==> src/hw/rtl/uvtg_pkg.sv <==
// ----------------------------------------------------------------------------
// UUID version 1 generator package
// Widths, constants and register indexes shared by the generator files.
// ----------------------------------------------------------------------------
`default_nettype none

package uvtg_pkg;

  // Field widths
  localparam int unsigned TimeW  = 42;
  localparam int unsigned AdjW   = 4;
  localparam int unsigned SeqW   = 14;
  localparam int unsigned NodeW  = 48;
  localparam int unsigned TickW  = 14;
  localparam int unsigned ProdW  = TimeW + TickW;
  localparam int unsigned TsW    = 60;
  localparam int unsigned HalfW  = 64;
  localparam int unsigned CfgIdxW = 1;
  localparam int unsigned CfgDataW = NodeW;

  // Timestamp constants: 100 ns ticks per millisecond, Gregorian epoch offset
  localparam logic [TickW-1:0] TicksPerMs     = 14'd10000;
  localparam logic [TsW-1:0]   GregorianOffset = 60'h1B21DD213814000;

  // Version and variant codes
  localparam logic [3:0] UuidVersion = 4'h1;
  localparam logic [1:0] UuidVariant = 2'b10;

  // Configuration register indexes
  typedef enum logic [CfgIdxW-1:0] {
    CFG_NODE_ID  = 1'b0,
    CFG_INIT_SEQ = 1'b1
  } cfg_idx_e;

endpackage

`default_nettype wire

==> src/hw/rtl/uvtg_if.sv <==
// ----------------------------------------------------------------------------
// UUID generator channel interfaces
// Request channel carrying the millisecond time and response channel
// carrying the UUID halves and the retry flag.
// ----------------------------------------------------------------------------
`default_nettype none

interface uvtg_req_if;
  logic                       valid;
  logic                       ready;
  logic [uvtg_pkg::TimeW-1:0] time_ms;

  modport source (output valid, output time_ms, input ready);
  modport sink   (input valid, input time_ms, output ready);
endinterface

interface uvtg_rsp_if;
  logic                       valid;
  logic                       ready;
  logic [uvtg_pkg::HalfW-1:0] uuid_upper;
  logic [uvtg_pkg::HalfW-1:0] uuid_lower;
  logic                       retry;

  modport source (output valid, output uuid_upper, output uuid_lower, output retry,
                  input ready);
  modport sink   (input valid, input uuid_upper, input uuid_lower, input retry,
                  output ready);
endinterface

`default_nettype wire

==> src/hw/rtl/uuid_v1_timestamp_generator.sv <==
// ----------------------------------------------------------------------------
// UUID version 1 timestamp generator
// Turns each millisecond time request into one version 1 UUID or a retry flag.
// ----------------------------------------------------------------------------
// Usage:
//   req_i carries time_ms; rsp_o returns uuid_upper, uuid_lower and retry.
//   A transaction completes when valid and ready are both high at a clock edge.
//   The configuration port writes node_id (index 0) and initial_clock_seq
//   (index 1); write them while no request is in flight.
// Path: a request is accepted into the input register with the time-by-ticks
//   product, then moves on to the result register, where the state update
//   and the timestamp add happen, once that register is free.
// Throughput: one request per cycle while rsp_o.ready stays high; the state
//   compare, increment and timestamp add run combinationally between them.
// Stall: when the receiver holds ready low the result register keeps its
//   response, the input register fills, and req_i.ready drops; nothing is
//   lost. Reset empties both registers, clears the state and the
//   configuration; the first request after reset loads the clock sequence.
// ----------------------------------------------------------------------------
`default_nettype none

module uuid_v1_timestamp_generator #(
  parameter int unsigned MAX_ADJUST = 10
) (
  input  wire logic                            clk_i,
  input  wire logic                            rst_ni,
  input  wire logic                            cfg_we_i,
  input  wire logic [uvtg_pkg::CfgIdxW-1:0]    cfg_idx_i,
  input  wire logic [uvtg_pkg::CfgDataW-1:0]   cfg_wdata_i,
  uvtg_req_if.sink                             req_i,
  uvtg_rsp_if.source                           rsp_o
);

  localparam logic [uvtg_pkg::AdjW-1:0] AdjLimit = uvtg_pkg::AdjW'(MAX_ADJUST);

  // Configuration registers
  logic [uvtg_pkg::NodeW-1:0] node_id_q;
  logic [uvtg_pkg::SeqW-1:0]  init_seq_q;

  // Input register
  logic                       in_valid_q;
  logic [uvtg_pkg::TimeW-1:0] in_time_q;
  logic [uvtg_pkg::ProdW-1:0] in_prod_q;

  // Generator state
  logic                       started_q;
  logic [uvtg_pkg::TimeW-1:0] last_time_q, last_time_d;
  logic [uvtg_pkg::AdjW-1:0]  adj_q, adj_d;
  logic [uvtg_pkg::SeqW-1:0]  seq_q, seq_d;

  // Result register
  logic                       out_valid_q;
  logic [uvtg_pkg::HalfW-1:0] upper_q, upper_d;
  logic [uvtg_pkg::HalfW-1:0] lower_q, lower_d;
  logic                       retry_q, retry_d;

  logic                       advance;
  logic                       in_ready;
  logic                       step;
  logic                       same_ms;
  logic                       back_ms;
  logic [uvtg_pkg::TsW-1:0]   ts;

  // Handshake: the result register frees when empty or taken
  assign advance  = !out_valid_q || rsp_o.ready;
  assign in_ready = !in_valid_q || advance;
  assign step     = in_valid_q && advance;

  assign req_i.ready      = in_ready;
  assign rsp_o.valid      = out_valid_q;
  assign rsp_o.uuid_upper = upper_q;
  assign rsp_o.uuid_lower = lower_q;
  assign rsp_o.retry      = retry_q;

  // Write configuration registers
  always_ff @(posedge clk_i or negedge rst_ni) begin
    if (!rst_ni) begin
      node_id_q  <= '0;
      init_seq_q <= '0;
    end else if (cfg_we_i) begin
      case (uvtg_pkg::cfg_idx_e'(cfg_idx_i))
        uvtg_pkg::CFG_NODE_ID:  node_id_q  <= cfg_wdata_i;
        uvtg_pkg::CFG_INIT_SEQ: init_seq_q <= cfg_wdata_i[uvtg_pkg::SeqW-1:0];
        default: ;
      endcase
    end
  end

  // Capture the request and its time-by-ticks product
  always_ff @(posedge clk_i or negedge rst_ni) begin
    if (!rst_ni) begin
      in_valid_q <= 1'b0;
    end else if (in_ready) begin
      in_valid_q <= req_i.valid;
    end
  end

  always_ff @(posedge clk_i) begin
    if (in_ready && req_i.valid) begin
      in_time_q <= req_i.time_ms;
      in_prod_q <= uvtg_pkg::ProdW'(req_i.time_ms) * uvtg_pkg::ProdW'(uvtg_pkg::TicksPerMs);
    end
  end

  // Compare against the last time and pick the next state
  assign same_ms = started_q && (in_time_q == last_time_q);
  assign back_ms = started_q && (in_time_q < last_time_q);

  always_comb begin
    last_time_d = in_time_q;
    adj_d       = '0;
    seq_d       = seq_q;
    retry_d     = 1'b0;
    if (!started_q) begin
      seq_d = init_seq_q;
    end else if (back_ms) begin
      seq_d = seq_q + uvtg_pkg::SeqW'(1);
    end else if (same_ms) begin
      last_time_d = last_time_q;
      if (adj_q >= AdjLimit) begin
        retry_d = 1'b1;
        adj_d   = adj_q;
      end else begin
        adj_d = adj_q + uvtg_pkg::AdjW'(1);
      end
    end
  end

  // Build the timestamp and pack the UUID halves
  assign ts = uvtg_pkg::TsW'(in_prod_q) + uvtg_pkg::TsW'(adj_d) + uvtg_pkg::GregorianOffset;

  always_comb begin
    if (retry_d) begin
      upper_d = '0;
      lower_d = '0;
    end else begin
      upper_d = {ts[31:0], ts[47:32], uvtg_pkg::UuidVersion, ts[59:48]};
      lower_d = {uvtg_pkg::UuidVariant, seq_d, node_id_q};
    end
  end

  // Advance state when a request that is not a retry moves into the result register
  always_ff @(posedge clk_i or negedge rst_ni) begin
    if (!rst_ni) begin
      started_q   <= 1'b0;
      last_time_q <= '0;
      adj_q       <= '0;
      seq_q       <= '0;
    end else if (step && !retry_d) begin
      started_q   <= 1'b1;
      last_time_q <= last_time_d;
      adj_q       <= adj_d;
      seq_q       <= seq_d;
    end
  end

  // Hold the response until the receiver takes it
  always_ff @(posedge clk_i or negedge rst_ni) begin
    if (!rst_ni) begin
      out_valid_q <= 1'b0;
    end else if (advance) begin
      out_valid_q <= in_valid_q;
    end
  end

  always_ff @(posedge clk_i) begin
    if (step) begin
      upper_q <= upper_d;
      lower_q <= lower_d;
      retry_q <= retry_d;
    end
  end

endmodule

`default_nettype wire
==> src/flat_wrapper.sv <==
// flat-port wrapper written by rule: the top's interface ports become plain ports
module uuid_v1_timestamp_generator_flat 
#(
  parameter int unsigned MAX_ADJUST = 10
)
  (clk_i, rst_ni, cfg_we_i, cfg_idx_i, cfg_wdata_i, req_i_valid, req_i_time_ms, req_i_ready, rsp_o_valid, rsp_o_uuid_upper, rsp_o_uuid_lower, rsp_o_retry, rsp_o_ready);
  uvtg_req_if req_i_i ();
  uvtg_rsp_if rsp_o_i ();
  input  wire logic clk_i;
  input  wire logic rst_ni;
  input  wire logic cfg_we_i;
  input  wire logic [uvtg_pkg::CfgIdxW-1:0] cfg_idx_i;
  input  wire logic [uvtg_pkg::CfgDataW-1:0] cfg_wdata_i;
  input wire logic [$bits(req_i_i.valid)-1:0] req_i_valid;
  input wire logic [$bits(req_i_i.time_ms)-1:0] req_i_time_ms;
  output wire logic [$bits(req_i_i.ready)-1:0] req_i_ready;
  output wire logic [$bits(rsp_o_i.valid)-1:0] rsp_o_valid;
  output wire logic [$bits(rsp_o_i.uuid_upper)-1:0] rsp_o_uuid_upper;
  output wire logic [$bits(rsp_o_i.uuid_lower)-1:0] rsp_o_uuid_lower;
  output wire logic [$bits(rsp_o_i.retry)-1:0] rsp_o_retry;
  input wire logic [$bits(rsp_o_i.ready)-1:0] rsp_o_ready;
  assign req_i_i.valid = req_i_valid;
  assign req_i_i.time_ms = req_i_time_ms;
  assign req_i_ready = req_i_i.ready;
  assign rsp_o_valid = rsp_o_i.valid;
  assign rsp_o_uuid_upper = rsp_o_i.uuid_upper;
  assign rsp_o_uuid_lower = rsp_o_i.uuid_lower;
  assign rsp_o_retry = rsp_o_i.retry;
  assign rsp_o_i.ready = rsp_o_ready;
  uuid_v1_timestamp_generator #(.MAX_ADJUST(MAX_ADJUST)) u_core (.clk_i(clk_i), .rst_ni(rst_ni), .cfg_we_i(cfg_we_i), .cfg_idx_i(cfg_idx_i), .cfg_wdata_i(cfg_wdata_i), .req_i(req_i_i), .rsp_o(rsp_o_i));
endmodule
==> config.mk <==
export PLATFORM = sky130hd
export DESIGN_NAME = uuid_v1_timestamp_generator_flat
export DESIGN_NICKNAME = d
export VERILOG_FILES = /design/src/hw/rtl/uvtg_pkg.sv /design/src/hw/rtl/uvtg_if.sv /design/src/hw/rtl/uuid_v1_timestamp_generator.sv /design/src/flat_wrapper.sv
export SDC_FILE = /design/constraint.sdc
export NUM_CORES = 1
export LEC_CHECK = 0
export ABC_AREA = 1
export BUFFER_PORTS_ARGS = -buffer_cell sky130_fd_sc_hd__buf_4
export CELL_PAD_IN_SITES_DETAIL_PLACEMENT = 1
export CELL_PAD_IN_SITES_GLOBAL_PLACEMENT = 2
export CORE_ASPECT_RATIO = 1.75
export CORE_MARGIN = 2
export CORE_UTILIZATION = 40
export DETAILED_ROUTE_END_ITERATION = 7
export PLACE_DENSITY_LB_ADDON = 0.1
export SYNTH_ARGS = -nofsm -noshare
export SYNTH_HDL_FRONTEND = slang
export SYNTH_SLANG_ARGS = --single-unit
==> constraint.sdc <==
create_clock -name clk_i -period 6.8 [get_ports clk_i]
set_input_delay 1.7 -clock clk_i [delete_from_list [all_inputs] [get_ports clk_i]]
set_output_delay 1.7 -clock clk_i [all_outputs]
set_load 0.01 [all_outputs]
==> impl_metrics.tcl, run 1 <==
set metrics [dict create \
    rsz_0062_raised_after_global_routing "false" \
    most_frequent_standard_cell_in_the_layout_excluding_fill_and_tap_cells "inv_1" \
    crit_chain "buf_4 > inv_1 > fa_1 > inv_1 > ha_1 > fa_1 > ha_1 > inv_1 > fa_1 > inv_1 > ha_1 > a21oi_1 > o21ai_0 > a21oi_1 > nand2_1 > a21oi_1 > o21ai_0 > nand2_1 > nand3_1 > nand2_1" \
    cts_tree "done" \
    cts_inserted_buffers 37 \
    global_route.usage.total 0.242 \
    final.setup.tns_ns 0 \
    timing_worst_slew_pin_value_ns 1.00 \
    end_point_of_the_critical_path "u_core.in_prod_q[45]" \
    number_of_instances_in_the_synthesized_netlist 2498 \
    synth.area.top_cells "edfxtp_1, dfrtp_1, ha_1, fa_1, inv_1" \
    ctsResizeCount 0 \
    hold_slack_ns 0.486 \
    timing_worst_setup_path_type "primary input to flop" \
    fmax_ghz 0.167 \
    clock_insertion_delay_worst_skew_ns 0.58 \
    drt-total-wl_um 68600 \
    synth_largest_area_cell "edfxtp_1" \
    synth.ff_latch_count 337 \
    async_flop_share 0.371 \
    die_width_um 183 \
    post_synth.cell_area_avg_um2 9.01 \
    final_hold_vios 0 \
    layout_worst_path_cycle_share 0.879 \
    nets 3131 \
    timing.final.crit_period_ns 5.97 \
    floorplan.die_area_um2 58300 \
    placement.io_buffers 220 \
    final_cell_mix "inv_1, nand2_1, nor2_1" \
    placed_wire_length_estimate_um 56100 \
    synth-seq-area-share 0.422 \
    critical_path_arrival_ns 6.29 \
    share_clk_of_total_power 0.182 \
    worstSetupStartpointType "primary input" \
    floorplan.core_area_um2 56000 \
    skew_ns 0.0234 \
    timing.rr.end "u_core.rsp_o.uuid_lower[46]" \
    outcome "completed" \
    vias 17500 \
    start_util 0.402 \
    switching_share 0.454 \
    n_antenna_cell 0 \
    cpMostUsedCell "inv_1" \
    cts_hold_buffers 0 \
    core.rowCount 115 \
    finalNonFillerCells 3459 \
    critPathMaxFanout 5 \
    grt_first_pass_wirelength_um 108000 \
    synth_area_um2 22500 \
    post-route-worst-setup-slack_ns 0.826 \
    peakVddDrop_mv 0.249 \
    setup_violations 0 \
    post_synth_edffs 212 \
    route.detailed.wl_per_inst_um 19.8 \
    fin_total_pwr_mw 11.5 \
    yosysWarnings 0 \
    max_cap_viol_count 0 \
    flow.area_growth_from_synthesis_pct 16.2 \
    inst_count_dp 3391 \
    internal_power_mw 6.29 \
    worst_r2r_path_depth 9 \
    netlist.area_leader.share 0.283 \
    cellLeakagePower_nw 12.8 \
    detail_route.vias_per_cell 5.05 \
    buffer_depth_of_the_longest_clock_path 3 \
    hold_path_class "flop to flop" \
    drt_pre_antenna_iters 6 \
    dr.first_iter.drc_count 742 \
    first_global_vias 19400 \
    cts_sinks 337 \
    slew_viol_final 0 \
    slowest_delay_ns 0.56 \
    r2r_start "u_core.in_time_q[40]" \
    startpoint "req_i_time_ms[12]" \
    switching_power_mw 5.23 \
    grt_antenna_before_repair 0 \
    drc_errors 0 \
    count_of_buffers_added_by_post_cts_timing_repair_for_setup 0 \
    synthFlopType "edfxtp_1" \
    clock_tree.root_cell "clkbuf_16" \
    routabilityCongestion 0.893 \
    clock_tree.htree_level_count 2 \
    powerDensity_nw_per_um2 441 \
    worstPathRequired_ns 7.12 \
    share_comb_of_total_power 0.533 \
    floorplan.io_pins 227 \
    relSlewSlack 0.333 \
    clk_pin_slew_ns 0.06 \
    place_worst_setup_slack_ns 0.198 \
    post_route_cells_drive_above_1_share 0.127 \
    gr-total-overflow 0 \
    slowest_stage "fa_1" \
    ant_nets 0 \
    yosys.cell_types.count 49 \
    power.sequential.fraction 0.285 \
    die_h_um 318 \
    pin_count_of_the_biggest_net_entering_global_routing 126 \
    reg2reg_setup_slack_ns 2.85 \
    critPathCaptureType "flop" \
]
-- final cells by class --
class	count	area, µm²
clock buffer	50	1060
timing repair buffer	235	1780
fill	6611	29800
clock inverter	18	199
inverter	501	1890
multi-input combinational	1616	10900
sequential	337	9490
tap	702	878
-- worst max-delay path: cells and delay by family --
family,cells,cell delay (ns)
buffers and inverters,5,0.38
adders and majority gates,6,2.52
and+or+nand+nor,4,0.44
AOI/OAI and AO/OA,5,1.23
-- layer usage --
metal / track usage / vias to the layer above / wire, µm
li1: - / 8436 / -
met4: 0.0987 / 0 / 3000
met3: 0.0282 / 126 / 2210
met5: 0 / - / 0
met2: 0.494 / 340 / 39300
met1: 0.239 / 8572 / 24200
-- power by group through the flow --
| stage | clock, mW | combinational (mW) | sequential [mW] |
|---|---|---|---|
| after CTS | 2.17 | 6.25 | 3.30 |
| after global placement | 0 | 6.14 | 3.32 |
| final | 2.10 | 6.14 | 3.29 |
| after floorplan | 0 | 3.77 | 3.32 |
| after global routing | 2.23 | 6.91 | 3.35 |
| after detailed placement | 0 | 6.22 | 3.34 |
-- synthesized netlist by cell type (8+ instances only) --
cell and n:
dfrtp_1 125, ha_1 194, a21o_1 8, edfxtp_1 212, o21ai_0 89, a21oi_1 172, or2_2 16, buf_2 12
nor2_1 316, xnor2_1 17, nand4_1 30, a21oi_2 15, nor3_1 23, o21bai_1 9, inv_1 497, buf_4 15
nand3_1 101, clkbuf_1 13, nand2_1 398, o21ai_1 8, xor2_1 46, fa_1 113
-- through the flow --
step	utilization	cell area, µm²
6_report	0.467	26200
5_1_grt	0.467	26200
4_1_cts	0.467	26200
3_5_place_dp	0.445	24900
3_3_place_gp	0.445	24900
2_1_floorplan	-	22500
-- flip-flops by register name, summed over array words and instances, names as in the netlist --
| register | count |
|---|---|
| u_core.adj_q | 4 |
| u_core.in_prod_q | 48 |
| u_core.in_time_q | 42 |
| u_core.in_valid_q | 1 |
| u_core.init_seq_q | 14 |
| u_core.last_time_q | 42 |
| u_core.node_id_q | 48 |
| u_core.rsp_o.retry | 1 |
| u_core.rsp_o.uuid_lower | 63 |
| u_core.rsp_o.uuid_upper | 58 |
| u_core.rsp_o.valid | 1 |
| u_core.seq_q | 14 |
| u_core.started_q | 1 |
-- kinds of logic after synthesis --
| family | after synthesis | synth area share |
|---|---|---|
| flops | 337 | 0.422 |
| fa+ha+maj | 307 | 0.208 |
| simple gates | 915 | 0.170 |
| xor+xnor | 63 | 0.0245 |
| other cells | 1 | 0.000167 |
| compound gates | 325 | 0.0792 |
| buf+inv | 550 | 0.0965 |
-- worst min-delay path by stage --
stage / start / cells past startpoint / to
floorplan: u_core.init_seq_q[10] / 2 / u_core.init_seq_q[10]
global placement: u_core.init_seq_q[6] / 2 / u_core.init_seq_q[6]
detailed placement: u_core.init_seq_q[6] / 2 / u_core.init_seq_q[6]
CTS: u_core.node_id_q[9] / 2 / u_core.node_id_q[9]
global route: u_core.init_seq_q[10] / 2 / u_core.init_seq_q[10]
finish: u_core.init_seq_q[3] / 2 / u_core.init_seq_q[3]
Note: power is estimated with default switching activity, not from simulation.
==> run 2: changes to the inputs <==
--- a/config.mk
+++ b/config.mk
@@ -5,13 +5,12 @@
 export SDC_FILE = /design/constraint.sdc
 export NUM_CORES = 1
 export LEC_CHECK = 0
-export ABC_AREA = 1
 export BUFFER_PORTS_ARGS = -buffer_cell sky130_fd_sc_hd__buf_4
 export CELL_PAD_IN_SITES_DETAIL_PLACEMENT = 1
 export CELL_PAD_IN_SITES_GLOBAL_PLACEMENT = 2
-export CORE_ASPECT_RATIO = 1.75
+export CORE_ASPECT_RATIO = 0.9
 export CORE_MARGIN = 2
-export CORE_UTILIZATION = 40
+export CORE_UTILIZATION = 36
 export DETAILED_ROUTE_END_ITERATION = 7
 export PLACE_DENSITY_LB_ADDON = 0.1
 export SYNTH_ARGS = -nofsm -noshare
==> constraint.sdc (replaced) <==
create_clock -name clk_i -period 5 [get_ports clk_i]
set_input_delay 1.25 -clock clk_i [delete_from_list [all_inputs] [get_ports clk_i]]
set_output_delay 1.25 -clock clk_i [all_outputs]
set_load 0.01 [all_outputs]
==> impl_metrics.tcl, run 2 <==
set metrics [dict create \
    core.rowCount 83 \
    clock_tree.htree_level_count 2 \
    max_cap_viol_count 0 \
    buffer_depth_of_the_longest_clock_path 3 \
    grt_first_pass_wirelength_um 89700 \
    routabilityCongestion 0.851 \
    post_synth.cell_area_avg_um2 11.3 \
    synth-seq-area-share 0.453 \
    placed_wire_length_estimate_um 41600 \
    layout_worst_path_cycle_share 1.12 \
    crit_chain "buf_8 > clkinvlp_4 > fa_1 > inv_2 > ha_4 > fa_1 > ha_1 > inv_1 > fa_1 > inv_2 > ha_4 > and3_4 > a221o_1 > a221oi_4 > a21oi_4 > nor2_4 > o211ai_1 > buf_4 > a311oi_2 > o21bai_1 > xnor2_1" \
    timing_worst_setup_path_type "primary input to flop" \
    drt-total-wl_um 54800 \
    flow.area_growth_from_synthesis_pct 32.3 \
    async_flop_share 0.371 \
    pin_count_of_the_biggest_net_entering_global_routing 126 \
    hold_slack_ns 0.490 \
    post_synth_edffs 212 \
    clock_insertion_delay_worst_skew_ns 0.60 \
    outcome "complete, but fails checks" \
    largest_reg_flops 63 \
    dr.first_iter.drc_count 511 \
    route.detailed.wl_per_inst_um 17.6 \
    number_of_instances_in_the_synthesized_netlist 1852 \
    yosysWarnings 0 \
    critical_path_arrival_ns 5.92 \
    die_h_um 233 \
    final_hold_vios 0 \
    skew_ns 0.0425 \
    synthFlopType "edfxtp_1" \
    clk_pin_slew_ns 0.06 \
    powerDensity_nw_per_um2 610 \
    rsz_0062_raised_after_global_routing "true" \
    hold_path_class "flop to flop" \
    worst_path_top_cell_family_by_delay "adder cells" \
    detail_route.vias_per_cell 4.87 \
    netlist.area_leader.share 0.303 \
    worstSetupStartpointType "primary input" \
    timing.final.crit_period_ns 5.61 \
    worstPathRequired_ns 5.31 \
    fmax_ghz 0.178 \
    ys_top_cells_by_count "inv_1, edfxtp_1, ha_1" \
    global_route.usage.met1 0.242 \
    globalRouteMet3Util 0.0272 \
    globalRoute.busiestLayer "met2" \
    synth.area.top_cells "edfxtp_1, dfrtp_1, ha_1, fa_1, inv_1" \
    peakVddDrop_mv 0.271 \
    slowest_delay_ns 0.57 \
    drt_pre_antenna_iters 6 \
    global_route.usage.total 0.188 \
    most_frequent_standard_cell_in_the_layout_excluding_fill_and_tap_cells "buf_4" \
    synth.ff_latch_count 337 \
    die_width_um 258 \
    floorplan.die_area_um2 60200 \
    post_route_cells_drive_above_1_share 0.326 \
    placement.io_buffers 220 \
    setup_violations 27 \
    clock_tree.root_cell "clkbuf_16" \
    relSlewSlack 0.295 \
    fin_total_pwr_mw 16.9 \
    grt_antenna_before_repair 1 \
    yosys.cell_types.count 70 \
    post-route-worst-setup-slack_ns -0.609 \
    nets 2721 \
    slowest_stage "fa_1" \
    violations_in_the_final_reports "negative setup slack" \
    first_global_vias 16900 \
    synthMostInstantiatedCell "inv_1" \
    cts_tree "done" \
    critPathMaxFanout 4 \
    floorplan.io_pins 227 \
    floorplan.core_area_um2 57300 \
    n_antenna_cell 0 \
    vias 15200 \
    cpMostUsedCell "fa_1" \
    critPathCaptureType "flop" \
    start_util 0.366 \
    final_cell_mix "buf_4, inv_1, edfxtp_1" \
    timing_worst_slew_pin_value_ns 1.06 \
    cts_inserted_buffers 40 \
    cellLeakagePower_nw 12.4 \
    globalRouteMet2Util 0.330 \
    crit_buf_inv 6 \
    synth_largest_area_cell "edfxtp_1" \
    synth_area_um2 21000 \
    ant_nets 0 \
    slew_viol_final 0 \
    gr-total-overflow 0 \
    drc_errors 0 \
    cts_sinks 337 \
]
==> run 2: cell types whose count changed after synthesis, moves of 28 or more <==
cell / previous run / this run
clkbuf_1: 13 / 41
a21oi_1: 172 / 75
xnor2_1: 17 / 46
nand3_1: 101 / 44
inv_1: 497 / 293
a21o_1: 8 / 39
and2_1: 1 / 63
mux2_2: 0 / 63
nand2_1: 398 / 100
nor2_1: 316 / 93
==> run 2: path summary, 6_finish.rpt <==
check                                           from                endpoint  slack, ns  cells past startpoint
worst min register to register  u_core.in_time_q[14]  u_core.last_time_q[14]       0.49                      2
min in group asynchronous                     rst_ni  u_core.last_time_q[31]       0.67                      1
worst max-delay path               req_i_time_ms[13]    u_core.in_prod_q[52]      -0.61                     21
worst max register to register   u_core.in_time_q[3]         u_core.seq_q[9]       1.12                     10
max in group asynchronous                     rst_ni    u_core.node_id_q[25]       3.47                      2
worst min-delay path            u_core.in_time_q[14]  u_core.last_time_q[14]       0.49                      2
==> run 2: worst reg2reg max path, delay by kind of cell, from the launching register on <==
family,cells,cell delay (ns)
AO/OA/AOI/OAI,6,1.57
adder cells (fa/ha/maj),1,0.31
flip-flops,1,0.42
AND/OR/NAND/NOR,3,1.52
==> run 2: through the flow <==
stage | std cells | TNS, ns | util | worst slack, ns | instance area, µm²
floorplan | 1857 | -13.22 | - | -0.839 | 21400
global placement | 3016 | -31.37 | 0.445 | -1.29 | 25500
detailed placement | 3016 | -34.00 | 0.445 | -1.38 | 25500
CTS | 3107 | -9.94 | 0.479 | -0.653 | 27500
global route | 3114 | -14.64 | 0.484 | -0.819 | 27800
finish | 3114 | -9.93 | 0.484 | -0.609 | 27800
==> run 2: repair_timing <==
action / 4_1_cts / 5_1_grt
gates resized for setup: 115 / 48
setup buffers: 25 / 12
pin swaps: 110 / 47
endpoints found under the setup margin: 31 / 32
hold buffers: 0 / 0
==> run 2: logic make-up after synthesis <==
family          synth area share
flops                      0.453
other cells             0.000179
buf+inv                   0.0642
simple gates              0.0978
compound gates            0.0928
fa+ha+maj                  0.224
mux                       0.0348
xor+xnor                  0.0342
==> run 2: where the power goes <==
group	leakage, nW	internal, mW	total (mW)	switching, mW
sequential	3.48	3.96	4.30	0.344
combinational	8.30	4.92	9.71	4.79
clock	0.654	1.69	2.93	1.24
==> run 2: area by class of cell <==
cell class / instances / area (µm²)
clock buffers: 53 / 1110
fillers: 6108 / 29600
flip-flops and latches: 337 / 9490
multi-input cells: 1169 / 11100
clock inverters: 20 / 210
inverters: 293 / 1140
well taps: 765 / 957
repair buffers: 477 / 3750
==> run 2: routing by layer <==
metal | wire length [µm] | up-vias
li1 | - | 7264
met1 | 24700 | 7655
met2 | 27500 | 168
met3 | 1500 | 64
met4 | 1030 | 2
met5 | 11 | -
==> run 3: changes to the inputs <==
--- a/config.mk
+++ b/config.mk
@@ -5,7 +5,7 @@
 export SDC_FILE = /design/constraint.sdc
 export NUM_CORES = 1
 export LEC_CHECK = 0
-export BUFFER_PORTS_ARGS = -buffer_cell sky130_fd_sc_hd__buf_4
+export BUFFER_PORTS_ARGS = -buffer_cell sky130_fd_sc_hd__buf_2
 export CELL_PAD_IN_SITES_DETAIL_PLACEMENT = 1
 export CELL_PAD_IN_SITES_GLOBAL_PLACEMENT = 2
 export CORE_ASPECT_RATIO = 0.9
==> constraint.sdc (replaced) <==
create_clock -name clk_i -period 5 [get_ports clk_i]
set_input_delay 0.5 -clock clk_i [delete_from_list [all_inputs] [get_ports clk_i]]
set_output_delay 0.5 -clock clk_i [all_outputs]
set_load 0.01 [all_outputs]
==> impl_metrics.tcl, run 3 (synthesis gave the netlist of run 2 again) <==
set metrics [dict create \
    crit_chain "buf_8 > clkinvlp_4 > buf_6 > fa_1 > inv_2 > ha_4 > fa_1 > ha_1 > inv_1 > fa_1 > inv_2 > ha_4 > and3_4 > a221o_1 > a221oi_4 > a21oi_4 > nor2_4 > buf_6 > o211ai_1 > buf_4 > a311oi_2 > o21bai_1 > xnor2_1" \
    rsz_0062_raised_after_global_routing "true" \
    worstPathRequired_ns 5.32 \
    first_global_vias 16400 \
    global_route.usage.total 0.190 \
    share_comb_of_total_power 0.528 \
    buffer_depth_of_the_longest_clock_path 3 \
    slew_viol_final 0 \
    slowest_delay_ns 0.49 \
    timing.rr.end "u_core.seq_q[7]" \
    switching_share 0.380 \
    max_cap_viol_count 0 \
    floorplan.io_pins 227 \
    share_clk_of_total_power 0.194 \
    pin_count_of_the_biggest_net_entering_global_routing 77 \
    fin_total_pwr_mw 15.7 \
    worstSetupStartpointType "primary input" \
    setup_violations 0 \
    layout_worst_path_cycle_share 0.991 \
    hold_slack_ns -0.0156 \
    cpMostUsedCell "fa_1" \
    cts_sinks 337 \
    skew_ns 0.0195 \
    final_cell_mix "inv_1, buf_2, edfxtp_1" \
    powerDensity_nw_per_um2 595 \
    core.rowCount 83 \
    cellLeakagePower_nw 11.9 \
    critPathMaxFanout 4 \
    slowest_stage "fa_1" \
    timing.final.crit_period_ns 4.95 \
    largest_reg_flops 63 \
    ant_nets 0 \
    cts_tree "done" \
    grt_antenna_before_repair 6 \
    route.detailed.wl_per_inst_um 18.3 \
    final_hold_vios 6 \
    power.sequential.fraction 0.278 \
    cts_inserted_buffers 41 \
    timing_worst_setup_path_type "primary input to flop" \
    cts_hold_buffers 0 \
    hold_path_class "primary input to async pin" \
    outcome "complete, but fails checks" \
    reg2reg_setup_slack_ns 0.80 \
    internal_power_mw 9.71 \
    grt_first_pass_wirelength_um 89900 \
    relSlewSlack 0.375 \
    vias 14900 \
    fmax_ghz 0.202 \
    clock_tree.root_cell "clkbuf_16" \
    timing_worst_slew_pin_value_ns 0.938 \
    detail_route.vias_per_cell 4.86 \
    clk_pin_slew_ns 0.07 \
    violations_in_the_final_reports "negative hold slack" \
    critical_path_arrival_ns 5.28 \
    nets 2675 \
    routabilityCongestion 0.810 \
    start_util 0.366 \
    most_frequent_standard_cell_in_the_layout_excluding_fill_and_tap_cells "inv_1" \
    clock_tree.htree_level_count 2 \
    critPathCaptureType "flop" \
    clock_insertion_delay_worst_skew_ns 0.58 \
    r2r_start "u_core.in_time_q[3]" \
    final.setup.tns_ns 0 \
    dr.first_iter.drc_count 556 \
    switching_power_mw 5.95 \
    die_width_um 258 \
    die_h_um 233 \
    floorplan.core_area_um2 57300 \
    post_route_cells_drive_above_1_share 0.277 \
    placement.io_buffers 220 \
    peakVddDrop_mv 0.273 \
    drt_pre_antenna_iters 5 \
    drt-total-wl_um 56200 \
    worst_r2r_path_depth 11 \
    floorplan.die_area_um2 60200 \
    placed_wire_length_estimate_um 43400 \
    drc_errors 0 \
    gr-total-overflow 0 \
    flow.area_growth_from_synthesis_pct 25.5 \
]
## run 3: cell types whose count changed in the layout (fill, tap and decap cells not counted), moves of 6 or more
cell      previous run  this run
ha_4                37        25
inv_1              251       263
a21oi_1             62        71
clkinv_2            11         3
a21oi_2              9         3
o21ai_2              7         1
buf_6               24         4
o21ai_0             67        74
buf_4              444       210
ha_1               157       169
clkinv_1             1         8
inv_2               30        22
buf_2                0       214
## run 3: worst max-delay path by stage
stage	start	end	slack (ns)	cells past startpoint
after floorplan	req_i_time_ms[13]	u_core.in_prod_q[53]	-0.09	19
after global placement	req_i_time_ms[9]	u_core.in_prod_q[53]	-0.62	21
after detailed placement	req_i_time_ms[9]	u_core.in_prod_q[53]	-0.71	21
after CTS	req_i_time_ms[13]	u_core.in_prod_q[53]	0.004	19
after global routing	req_i_time_ms[13]	u_core.in_prod_q[52]	-0.11	22
final	req_i_time_ms[14]	u_core.in_prod_q[52]	0.05	23
## run 3: critical path: cells and delay by family
family | cells | cell delay, ns
adder cells (fa/ha/maj) | 6 | 2.18
buffers and inverters | 8 | 0.79
AND/OR/NAND/NOR | 2 | 0.30
XOR/XNOR | 1 | 0.14
AO/OA/AOI/OAI | 6 | 1.36
## run 3: final cells by class
class | count | area [µm²]
multi-input combinational | 1169 | 10600
inverter | 293 | 1130
sequential | 337 | 9490
timing repair buffer | 430 | 2730
clock inverter | 21 | 234
clock buffer | 55 | 1150
antenna | 3 | 7.51
tap | 765 | 957
fill | 6233 | 31000
## run 3: per-layer routing
metal  vias to the layer above  GRT usage  wire (µm)  part of all wire
met4                         0     0.0564       1510             0.027
met1                      7455      0.253      25600              0.46
li1                       7193          -          -                 -
met2                       204      0.325      27200              0.48
met3                        71     0.0248       1820             0.032
met5                         -          0          0                 0
## run 3: timing repair
action,4_1_cts,5_1_grt
gates resized for setup,8,49
pin swaps,14,59
endpoints found under the setup margin,3,15
buffers inserted,8,17
## run 3: metrics by stage
stage | worst slack (ns) | util | instance area, µm² | hold WS, ns | instances
3_3_place_gp | -0.617 | 0.429 | 24600 | 0.466 | 2972
5_1_grt | -0.105 | 0.459 | 26300 | 0.0356 | 3073
3_5_place_dp | -0.714 | 0.429 | 24600 | 0.479 | 2972
2_1_floorplan | -0.0913 | - | 21300 | 0.204 | 1857
4_1_cts | 0.00372 | 0.455 | 26100 | 0.00401 | 3055
6_report | 0.0456 | 0.459 | 26300 | -0.0156 | 3073
## run 3: power groups by stage
stage / combinational, mW / clock, mW / sequential (mW)
after floorplan: 4.82 / 0 / 4.38
after global placement: 7.80 / 0 / 4.38
after detailed placement: 7.92 / 0 / 4.40
after CTS: 8.11 / 3.14 / 4.35
after global routing: 9.35 / 3.23 / 4.42
final: 8.27 / 3.05 / 4.35
